[config.mk]
export PLATFORM = sky130hd
export DESIGN_NAME = pic_queue
export DESIGN_NICKNAME = d
export VERILOG_FILES = /design/src/rtl/core/pic_pkg.sv /design/src/rtl/core/pic_queue.sv
export SDC_FILE = /design/constraint.sdc
export NUM_CORES = 1
export LEC_CHECK = 0
export ABC_AREA = 0
export BUFFER_PORTS_ARGS = -buffer_cell sky130_fd_sc_hd__buf_2
export CORE_MARGIN = 2
export CORE_UTILIZATION = 29
export CTS_CLUSTER_DIAMETER = 150
export DETAILED_ROUTE_END_ITERATION = 6
export PLACE_DENSITY_LB_ADDON = 0.12
export REMOVE_ABC_BUFFERS = 1
export SYNTH_ARGS = -nofsm -noshare
export SYNTH_HDL_FRONTEND = slang
export SYNTH_SLANG_ARGS = --single-unit
[constraint.sdc]
create_clock -name clk -period 10.91 [get_ports clk]
set_input_delay 0.5455 -clock clk [delete_from_list [all_inputs] [get_ports clk]]
set_output_delay 0.5455 -clock clk [all_outputs]
set_load 0.1 [all_outputs]
[src/rtl/core/pic_pkg.sv]
// Shared types and constants for the point-in-convex-polygon block.
// Used by every module under rtl/core; depends on nothing.
package pic_pkg;

  localparam int COORD_WIDTH = 24;
  localparam int DIFF_WIDTH  = COORD_WIDTH + 1;
  localparam int PROD_WIDTH  = 2 * DIFF_WIDTH;
  localparam int SUM_WIDTH   = PROD_WIDTH + 1;

  localparam int QUEUE_DEPTH = 4;
  localparam int QUEUE_AW    = $clog2(QUEUE_DEPTH);

  localparam logic [1:0] AXIS_X = 2'd0;
  localparam logic [1:0] AXIS_Y = 2'd1;
  localparam logic [1:0] AXIS_Z = 2'd2;

  typedef logic signed [COORD_WIDTH-1:0] coord_t;
  typedef logic signed [DIFF_WIDTH-1:0]  diff_t;
  typedef logic signed [PROD_WIDTH-1:0]  prod_t;
  typedef logic signed [SUM_WIDTH-1:0]   sum_t;

  // One classified vertex: the operand differences of its edge and of the
  // closing edge, plus the flags the back end needs.
  typedef struct packed {
    logic  empty;
    logic  first;
    logic  last;
    logic  norm_neg;
    logic  norm_zero;
    diff_t e_a;
    diff_t e_b;
    diff_t e_c;
    diff_t e_d;
    diff_t c_a;
    diff_t c_b;
    diff_t c_c;
    diff_t c_d;
  } entry_t;

endpackage

[src/rtl/core/pic_queue.sv]
// Short queue of classified vertices between front and back end.
// Register-file storage with count-based full flag. Uses pic_pkg.
module pic_queue (
  input  logic            clk,
  input  logic            rst,
  input  logic            push,
  input  pic_pkg::entry_t push_data,
  output logic            full,
  input  logic            pop,
  output logic            avail,
  output pic_pkg::entry_t pop_data
);

  localparam logic [pic_pkg::QUEUE_AW-1:0] LastSlot =
    pic_pkg::QUEUE_AW'(pic_pkg::QUEUE_DEPTH - 1);
  localparam logic [pic_pkg::QUEUE_AW:0] FullCount =
    (pic_pkg::QUEUE_AW + 1)'(pic_pkg::QUEUE_DEPTH);

  pic_pkg::entry_t slots [pic_pkg::QUEUE_DEPTH];
  logic [pic_pkg::QUEUE_AW-1:0] wr_ptr, rd_ptr;
  logic [pic_pkg::QUEUE_AW:0]   count;

  assign full     = (count == FullCount);
  assign avail    = (count != '0);
  assign pop_data = slots[rd_ptr];

  always_ff @(posedge clk) begin
    if (push) begin
      slots[wr_ptr] <= push_data;
    end
  end

  always_ff @(posedge clk) begin
    if (rst) begin
      wr_ptr <= '0;
      rd_ptr <= '0;
      count  <= '0;
    end else begin
      if (push) begin
        wr_ptr <= (wr_ptr == LastSlot) ? '0 : wr_ptr + 1'b1;
      end
      if (pop) begin
        rd_ptr <= (rd_ptr == LastSlot) ? '0 : rd_ptr + 1'b1;
      end
      if (push && !pop) begin
        count <= count + 1'b1;
      end else if (pop && !push) begin
        count <= count - 1'b1;
      end
    end
  end

  a_count_bound: assert property (@(posedge clk) disable iff (rst)
    count <= FullCount)
    else $error("queue count above depth");

  a_no_overflow: assert property (@(posedge clk) disable iff (rst)
    push |-> !full)
    else $error("push into full queue");

  a_no_underflow: assert property (@(posedge clk) disable iff (rst)
    pop |-> avail)
    else $error("pop from empty queue");

endmodule

==> impl_metrics.csv <==
group,metric,value,unit
timing,min_period_over_period,0.421,
synthesis,synth_top_cells_by_count,"edfxtp_1, mux4_2, mux4_1",
min_path,min_delay_path_depth,1,
pwr,p_clk_frac,0.380,
pwr,p_int,5.73,mW
final_layout,drive_gt1_frac,0.447,
worst_setup_path,r2r_end,"slots[2][64]$_DFFE_PP_",
pwr,p_switching,2.30,mW
clock_tree,post_cts_buffers,0,
grt,antenna_found_initial,20,
clock_tree,cts_buffer_depth,3,
synthesis,yosys_warnings,0,
pwr,sequentialPowerShare,0.460,
clock_tree,insertion_delay,0.66,ns
floorplanning,die_height,326,µm
timing,tightest_slew,1.11,ns
clock_tree,cts-hold-fix-buffers,0,
worst_setup_path,r2r-start,"wr_ptr[0]$_SDFFE_PP0P_",
worst_setup_path,r2r_cells,5,
grt,overflow,0,
clock_tree,ctsResizeCount,0,
timing,fin_skew,0.0249,ns
clock_tree,cts_made_buffers,93,
worst_setup_path,crit_type,"reg -> out",
final_layout,multi_input_area,4970,µm²
final_layout,fill_cells,9582,
synthesis,ys_seq_elements,829,
worst_setup_path,critPathLaunchType,"flip-flop",
timing,hold_violations,0,
job,maxCapViolations,0,
status,status,"complete, no violations",
grt,grtUsageTotal,0.124,
worst_setup_path,required,10.36,ns
synthesis,synthDistinctLibCells,19,
timing,fin_crit,4.60,ns
floorplanning,io_pins,416,
synthesis,synth_flop_cell,"edfxtp_1",
final_layout,nets,1812,
worst_setup_path,worst-endpoint-arrival,4.05,ns
worst_setup_path,cp-end-kind,"primary output",
synthesis,synthArstFlopShare,0,
min_path,min_path_type,"in -> reg",
clock_tree,clkTransAtPathRegs,0.06,ns
timing,final.setup.worst_slack,6.31,ns
min_path,min_to,"slots[1][122]$_DFFE_PP_",
timing,tns,0,ns
floorplanning,core,103000,µm²
min_path,min_from,"push_data[122]",
pwr,p_comb_frac,0.160,
worst_setup_path,r2r_setup_slack,7.34,ns
timing,slew_viol_final,0,
floorplanning,dieWidth,326,µm
detailed_routing,wl_per_cell,21.7,µm
grt,grt_first_pass_wirelength,97800,µm
timing,rsz0062_at_grt,"false",
pwr,pwr_density_cell,218,nW/µm²
synthesis,yosys.area.top_type_share,0.818,
synthesis,synth_area_leaders,"edfxtp_1, mux4_2, mux4_1",
synthesis,synth_edf_count,820,
synthesis,netlist_area,30100,µm²
timing,holdWs,0.0922,ns
floorplanning,dieArea,106000,µm²
detailed_routing,num_vias,13400,
synthesis,synthMostInstantiatedCell,"edfxtp_1",
detailed_routing,drc,0,
synthesis,syn_inst,1115,
floorplanning,start_util,0.292,
detailed_routing,dr.pass1.iters,4,
clock_tree,cts_tree,"yes",
worst_setup_path,path_max_fanout,60,
placed_design,io_buffers,415,
clock_tree,cts_root_buf,"clkbuf_16",
clock_tree,htree_levels,3,
placed_design,hpwl,38600,µm
clock_tree,cts.sinks,829,
detailed_routing,viasPerCell,4.39,
timing,fmax,218,MHz
placed_design,dp_slack,6.81,ns
floorplanning,placementRows,118,
grt,grt_max_degree,107,
synthesis,syn_avg_cell_area,27.0,µm²
pwr,p_sw_frac,0.287,
detailed_routing,drtIter0Drc,619,
synthesis,seq_area_frac_synth,0.824,
final_layout,ff_latch_area,24800,µm²
detailed_routing,drtAntennaViolNets,0,
synthesis,synth_top_cell_by_area,"edfxtp_1",
timing,finalSetupViolCount,0,
pwr,p_leak,12.2,nW
placed_design,gp_congestion,0.681,
pwr,max-vdd-ir-drop,0.000122,V
final_layout,synthToLayoutAreaGrowth,22.0,%
grt,grt_pass1_vias,14600,
detailed_routing,routed_wl,66300,µm
timing,slew-limit-headroom,0.258,
==> worst max-delay path, cell delays in order (launching register included) <==
cell     delay [ns]
dfxtp_4        0.71
buf_4          0.78
buf_4          0.86
mux4_2         0.41
buf_2          0.44
==> sequential cells by signal (all words and copies together) (netlist names), named ones only <==
| register | cells |
|---|---|
| count | 3 |
| slots | 820 |
| wr_ptr | 2 |
| rd_ptr | 2 |
==> cells in the final DEF (no fill, tap or decap), drive strengths merged, types with 3 or more instances in the layout <==
cell | Yosys | routed
and2 | 4 | 4
buf | 40 | 432
bufinv | 0 | 9
clkbuf | 6 | 110
clkinv | 0 | 47
dfxtp | 9 | 9
diode | 0 | 3
edfxtp | 820 | 820
ha | 6 | 6
inv | 4 | 5
mux2i | 4 | 4
mux4 | 205 | 205
nor2 | 7 | 7
==> cells by family after synthesis <==
group / after synthesis / synth area share
xor+xnor: 2 / 0.000582
mux: 209 / 0.158
compound gates: 3 / 0.000498
buf+inv: 50 / 0.0119
flops: 829 / 0.824
fa+ha+maj: 7 / 0.00316
simple gates: 15 / 0.00262
==> metal layers <==
layer | vias up | global-route usage | wire length [µm]
li1 | 5859 | - | -
met1 | 7007 | 0.149 | 26600
met2 | 334 | 0.205 | 32800
met3 | 157 | 0.0449 | 4590
met4 | 32 | 0.0444 | 2100
met5 | - | 0 | 175
==> through the flow <==
stage                     cell area (µm²)   util  cells  total power, mW
after detailed placement            33700  0.327   2881             5.07
final                               36800  0.356   3053             8.03
after global routing                36800  0.356   3052             8.32
after global placement              33700  0.327   2881             5.07
after floorplan                     29800      -   1069             4.84
after CTS                           36700  0.356   3050             8.18
==> power by group through the flow <==
stage | clock network (mW) | logic (mW) | registers, mW
2_1_floorplan | 0 | 1.03 | 3.81
4_1_cts | 3.16 | 1.31 | 3.70
5_1_grt | 3.28 | 1.34 | 3.71
6_report | 3.05 | 1.29 | 3.69
3_5_place_dp | 0 | 1.31 | 3.76
3_3_place_gp | 0 | 1.31 | 3.76
==> final cells by class <==
class	count	area share
Antenna cell	3	0.000204
Clock buffer	110	0.0674
Clock inverter	59	0.0142
Inverter	4	0.000408
Multi-Input combinational cell	236	0.135
Sequential cell	829	0.675
Tap cell	1380	0.0470
Timing Repair Buffer	432	0.0607
==> worst max path at each step <==
stage / slack [ns] / cells after the start / endpoint / from
after global placement: 6.79 / 4 / pop_data[107] / flip-flop
after floorplan: 0.33 / 1 / pop_data[101] / flip-flop
after detailed placement: 6.81 / 4 / pop_data[187] / flip-flop
after CTS: 6.06 / 4 / pop_data[187] / flip-flop
final: 6.31 / 4 / pop_data[107] / flip-flop
after global routing: 5.95 / 4 / pop_data[187] / flip-flop
Power figures use the tool's default switching activity.
