File: src/rtl/core/pic_pkg.sv
// Shared types and constants for the point-in-convex-polygon block.
// Used by every module under rtl/core; depends on nothing.
package pic_pkg;

  localparam int COORD_WIDTH = 24;
  localparam int DIFF_WIDTH  = COORD_WIDTH + 1;
  localparam int PROD_WIDTH  = 2 * DIFF_WIDTH;
  localparam int SUM_WIDTH   = PROD_WIDTH + 1;

  localparam int QUEUE_DEPTH = 4;
  localparam int QUEUE_AW    = $clog2(QUEUE_DEPTH);

  localparam logic [1:0] AXIS_X = 2'd0;
  localparam logic [1:0] AXIS_Y = 2'd1;
  localparam logic [1:0] AXIS_Z = 2'd2;

  typedef logic signed [COORD_WIDTH-1:0] coord_t;
  typedef logic signed [DIFF_WIDTH-1:0]  diff_t;
  typedef logic signed [PROD_WIDTH-1:0]  prod_t;
  typedef logic signed [SUM_WIDTH-1:0]   sum_t;

  // One classified vertex: the operand differences of its edge and of the
  // closing edge, plus the flags the back end needs.
  typedef struct packed {
    logic  empty;
    logic  first;
    logic  last;
    logic  norm_neg;
    logic  norm_zero;
    diff_t e_a;
    diff_t e_b;
    diff_t e_c;
    diff_t e_d;
    diff_t c_a;
    diff_t c_b;
    diff_t c_c;
    diff_t c_d;
  } entry_t;

endpackage

File: src/rtl/core/pic_front.sv
// Front end: accepts vertex transactions, tracks polygon state, projects
// coordinates and forms the edge operand differences. Uses pic_pkg.
module pic_front (
  input  logic               clk,
  input  logic               rst,
  input  logic               in_valid,
  output logic               in_stall,
  input  pic_pkg::coord_t    normal_x,
  input  pic_pkg::coord_t    normal_y,
  input  pic_pkg::coord_t    normal_z,
  input  pic_pkg::coord_t    point_x,
  input  pic_pkg::coord_t    point_y,
  input  pic_pkg::coord_t    point_z,
  input  pic_pkg::coord_t    vertex_x,
  input  pic_pkg::coord_t    vertex_y,
  input  pic_pkg::coord_t    vertex_z,
  input  logic               first_vertex,
  input  logic               last_vertex,
  input  logic               no_vertices,
  input  logic               queue_full,
  output logic               push,
  output pic_pkg::entry_t    push_data
);

  typedef struct packed {
    pic_pkg::coord_t u;
    pic_pkg::coord_t v;
  } uv_t;

  function automatic uv_t project(logic [1:0] axis, pic_pkg::coord_t x,
                                  pic_pkg::coord_t y, pic_pkg::coord_t z);
    uv_t r;
    case (axis)
      pic_pkg::AXIS_X: begin
        r.u = y;
        r.v = z;
      end
      pic_pkg::AXIS_Y: begin
        r.u = z;
        r.v = x;
      end
      default: begin
        r.u = x;
        r.v = y;
      end
    endcase
    return r;
  endfunction

  function automatic logic [pic_pkg::COORD_WIDTH:0] mag(pic_pkg::coord_t a);
    logic signed [pic_pkg::COORD_WIDTH:0] ext;
    ext = {a[pic_pkg::COORD_WIDTH-1], a};
    return ext[pic_pkg::COORD_WIDTH] ? -ext : ext;
  endfunction

  function automatic pic_pkg::diff_t sub(pic_pkg::coord_t a, pic_pkg::coord_t b);
    return {a[pic_pkg::COORD_WIDTH-1], a} - {b[pic_pkg::COORD_WIDTH-1], b};
  endfunction

  logic [1:0]      dominant_axis;
  pic_pkg::coord_t dominant_normal;
  pic_pkg::coord_t target_u, target_v;
  pic_pkg::coord_t first_u, first_v;
  pic_pkg::coord_t previous_u, previous_v;

  logic [pic_pkg::COORD_WIDTH:0] mag_x, mag_y, mag_z, mag_dom;
  logic [1:0]      axis_new, axis_use;
  pic_pkg::coord_t norm_new, norm_use;
  uv_t             cur, tgt_new;
  pic_pkg::coord_t tu_use, tv_use, fu_use, fv_use;
  logic            accept;

  assign in_stall = queue_full;
  assign accept   = in_valid && !queue_full;
  assign push     = accept;

  always_comb begin
    mag_x = mag(normal_x);
    mag_y = mag(normal_y);
    mag_z = mag(normal_z);
    // y must strictly beat x, z must strictly beat the winner
    if (mag_y > mag_x) begin
      axis_new = pic_pkg::AXIS_Y;
      norm_new = normal_y;
      mag_dom  = mag_y;
    end else begin
      axis_new = pic_pkg::AXIS_X;
      norm_new = normal_x;
      mag_dom  = mag_x;
    end
    if (mag_z > mag_dom) begin
      axis_new = pic_pkg::AXIS_Z;
      norm_new = normal_z;
    end

    axis_use = first_vertex ? axis_new : dominant_axis;
    norm_use = first_vertex ? norm_new : dominant_normal;
    cur      = project(axis_use, vertex_x, vertex_y, vertex_z);
    tgt_new  = project(axis_new, point_x, point_y, point_z);
    tu_use   = first_vertex ? tgt_new.u : target_u;
    tv_use   = first_vertex ? tgt_new.v : target_v;
    fu_use   = first_vertex ? cur.u : first_u;
    fv_use   = first_vertex ? cur.v : first_v;

    push_data.empty     = no_vertices;
    push_data.first     = first_vertex;
    push_data.last      = last_vertex;
    push_data.norm_neg  = norm_use[pic_pkg::COORD_WIDTH-1];
    push_data.norm_zero = (norm_use == '0);
    // edge previous -> current
    push_data.e_a = sub(previous_v, cur.v);
    push_data.e_b = sub(tu_use, previous_u);
    push_data.e_c = sub(cur.u, previous_u);
    push_data.e_d = sub(tv_use, previous_v);
    // closing edge current -> first
    push_data.c_a = sub(cur.v, fv_use);
    push_data.c_b = sub(tu_use, cur.u);
    push_data.c_c = sub(fu_use, cur.u);
    push_data.c_d = sub(tv_use, cur.v);
  end

  always_ff @(posedge clk) begin
    if (rst) begin
      dominant_axis   <= pic_pkg::AXIS_X;
      dominant_normal <= '0;
      target_u        <= '0;
      target_v        <= '0;
      first_u         <= '0;
      first_v         <= '0;
      previous_u      <= '0;
      previous_v      <= '0;
    end else if (accept && !no_vertices) begin
      if (first_vertex) begin
        dominant_axis   <= axis_new;
        dominant_normal <= norm_new;
        target_u        <= tgt_new.u;
        target_v        <= tgt_new.v;
        first_u         <= cur.u;
        first_v         <= cur.v;
      end
      previous_u <= cur.u;
      previous_v <= cur.v;
    end
  end

endmodule

File: config.mk
export PLATFORM = sky130hd
export DESIGN_NAME = pic_front
export DESIGN_NICKNAME = d
export VERILOG_FILES = /design/src/rtl/core/pic_pkg.sv /design/src/rtl/core/pic_front.sv
export SDC_FILE = /design/constraint.sdc
export NUM_CORES = 1
export LEC_CHECK = 0
export BUFFER_PORTS_ARGS = -buffer_cell sky130_fd_sc_hd__buf_2
export CAP_MARGIN = 0
export CORE_AREA = 2 2 235 237
export CTS_BUF_LIST = sky130_fd_sc_hd__clkbuf_8
export CTS_CLUSTER_SIZE = 12
export DETAILED_ROUTE_END_ITERATION = 8
export DIE_AREA = 0 0 237 239
export GPL_TIMING_DRIVEN = 0
export SETUP_SLACK_MARGIN = 0.3
export SLEW_MARGIN = 40
export SYNTH_ARGS = -nofsm -noshare
export SYNTH_HDL_FRONTEND = slang
export SYNTH_SLANG_ARGS = --single-unit
export TNS_END_PERCENT = 20
File: constraint.sdc
create_clock -name clk -period 13.59 [get_ports clk]
set_input_delay 1.359 -clock clk [delete_from_list [all_inputs] [get_ports clk]]
set_output_delay 1.359 -clock clk [all_outputs]
set_load 0.02 [all_outputs]
==> impl_metrics.json <==
{
  "status": "complete, no violations",
  "startpoint": "normal_y[3]",
  "cts_hold_buf": 0,
  "cp-start-kind": "input port",
  "worstMarginPinSlew_ns": 1.08,
  "cts_buffer_depth": 2,
  "drive_gt1_frac": 0.246,
  "ys_seq_area_frac": 0.159,
  "yosysWarnings": 0,
  "regToRegStartpoint": "dominant_axis[1]",
  "fin_crit_ns": 13.48,
  "gp_congestion": 0.978,
  "area_growth_pct": 29.8,
  "rows": 86,
  "core_mm2": 0.0543,
  "setup_viol": 0,
  "clk_pin_slew_ns": 0.10,
  "synth.distinct_cells": 103,
  "drtIter0Drc": 2873,
  "slowest_delay_ns": 0.77,
  "hold_viol_final": 0,
  "clock_latency_ns": 0.50,
  "yosysTopAreaCell": "dfxtp_1",
  "netlist_instances": 3102,
  "ys_seq_elements": 170,
  "die_area_mm2": 0.0566,
  "fill_cells": 5536,
  "nNetsFinal": 4135,
  "numCtsBuffers": 17,
  "syn_avg_cell_area_um2": 6.91,
  "crit_top_cell": "buf_4",
  "p_leak_nw": 12.2,
  "hpwl_mm": 79.2,
  "viasPerCell": 5.88,
  "synthFlopType": "dfxtp_1",
  "crit_required_ns": 12.23,
  "drc_errors": 0,
  "cp_slowest_cell": "nor3_1",
  "p_per_area_mw_per_mm2": 145,
  "yosysTopAreaCellShare": 0.159,
  "first_pass_iters": 6,
  "slew_headroom": 0.277,
  "grt_antenna_before_repair": 38,
  "fin_tns_setup_ns": 0,
  "grt_max_degree": 17,
  "crit_type": "input port to output port",
  "num_vias": 26000,
  "hold_class": "flip-flop to flip-flop",
  "syn-cell-area_mm2": 0.0214,
  "grt_pass1_wl_mm": 143,
  "cap_violations": 0,
  "stdcell_count": 4424,
  "synth_area_leaders": "dfxtp_1 (16%), ha_1 (13%), nand2_1 (8.4%), nor2_1 (6.5%), xnor2_1 (6.4%)",
  "grt_pass1_vias": 23600,
  "worstPathMaxFanout": 5,
  "critPathArrivalTime_ns": 12.12,
  "drt_wl_total_mm": 99.2,
  "grt_use_total": 0.330,
  "pin_count": 430,
  "slew_violations": 0,
  "crit_path_end_kind": "output port",
  "synthMostInstantiatedCell": "nand2_1",
  "synth_common_cells": "nand2_1 (482), nor2_1 (371), a21oi_1 (267)",
  "start_util": 0.394,
  "post-place-cells": 4241,
  "clock.fmax_ghz": 0.0742,
  "antenna_left": 0,
  "dieWidth_um": 237,
  "synth_edf_count": 0,
  "rsz0062_at_grt": "yes",
  "cts_tree": "yes",
  "portBuffers": 427,
  "die_y_um": 239,
  "worst_ir_drop_vdd_mv": 0.125,
  "synthArstFlopShare": 0,
  "min-delay-start": "dominant_normal[21]",
  "htreeDepth": 4,
  "wire_per_inst_um": 22.4,
  "grt_overflow": 0,
  "post-route-period-util": 0.992,
  "skew_ns": 0.0127,
  "root_buffer": "clkbuf_8",
  "clock_sinks": 170
}
## sequential cells by signal, indices dropped and copies added (netlist names)
name and count:
target_u 24, previous_v 24, dominant_axis 2, previous_u 24
target_v 24, first_u 24, dominant_normal 24, first_v 24
## area by class of cell
type	instances	area, µm²	area share
Multi-Input combinational cell	2583	18100	0.650
Sequential cell	170	3400	0.122
Timing Repair Buffer	557	3250	0.117
Buffer	167	1040	0.0375
Tap cell	704	881	0.0317
Inverter	184	694	0.0250
Clock buffer	18	248	0.00891
Clock inverter	14	140	0.00504
Antenna cell	27	67.6	0.00243
## per-layer routing
metal,share of wire,global-route usage,wire [µm]
met3,0.10,0.0818,10400
met5,0.0022,0,221
met2,0.42,0.517,42000
met4,0.052,0.139,5150
met1,0.42,0.432,41500
## where the power goes
part | internal [mW] | switching (mW) | total, mW
Clock | 0.154 | 0.228 | 0.382
Sequential | 0.520 | 0.0143 | 0.534
Combinational | 1.18 | 1.93 | 3.11
## cells by family (layout without fill, tap and decap cells)
logic type | after synthesis | after routing | synth area share
mux | 37 | 37 | 0.0186
fa+ha+maj | 241 | 241 | 0.142
other cells | 2 | 31 | 0.000350
flops | 170 | 170 | 0.159
simple gates | 1157 | 1157 | 0.236
xor+xnor | 220 | 220 | 0.0899
buf+inv | 351 | 940 | 0.0635
compound gates | 924 | 924 | 0.290
## cells in the final DEF (no fill, tap or decap), drive strengths merged, types with 18 or more instances in the layout
cell    count
buf       598
a31oi      20
mux2       22
a211oi     84
o41ai      22
nand2     482
nor2b      35
o22ai      36
nand2b     37
a21boi     24
clkbuf    144
xnor2     156
inv       186
nor3       61
nand4      27
nand3      44
dfxtp     170
o31ai      33
a21oi     270
o21a       18
a21o       84
or3        22
and3       19
xor2       64
a311oi     67
ha        224
nor2      372
o21ai     157
diode      27
## repair_timing
item,CTS,global route
pin swaps,80,134
setup endpoints to repair,186,86
endpoints found under the hold margin,0,0
setup buffers,65,55
resized for setup,219,233
gates cloned,3,0
## path summary, 6_finish.rpt
kind	end	slack (ns)	cells after the start
min reg2reg	dominant_normal[21]	0.46	2
max	push_data[98]	0.11	49
max reg2reg	first_v[14]	10.25	10
min	dominant_normal[21]	0.46	2
## critical path, delay by kind of cell
family                   cells  cell delay (ns)
AO/OA/AOI/OAI               15             3.16
XOR/XNOR                     1             0.12
adder cells (fa/ha/maj)      3             0.92
buffers and inverters       13             1.86
AND/OR/NAND/NOR             17             4.66
## per-stage QoR
stage	worst slack (ns)	hold slack, ns	instance area (µm²)	power, mW	utilization
after floorplan	0.317	0.432	21500	2.35	-
after global placement	-3.65	0.442	24500	3.21	0.451
after detailed placement	-3.50	0.447	24600	3.22	0.452
after CTS	0.241	0.460	26400	3.77	0.485
after global routing	-0.152	0.475	27800	4.26	0.511
final	0.114	0.462	27800	4.03	0.512
(Power assumes the default switching activity.)
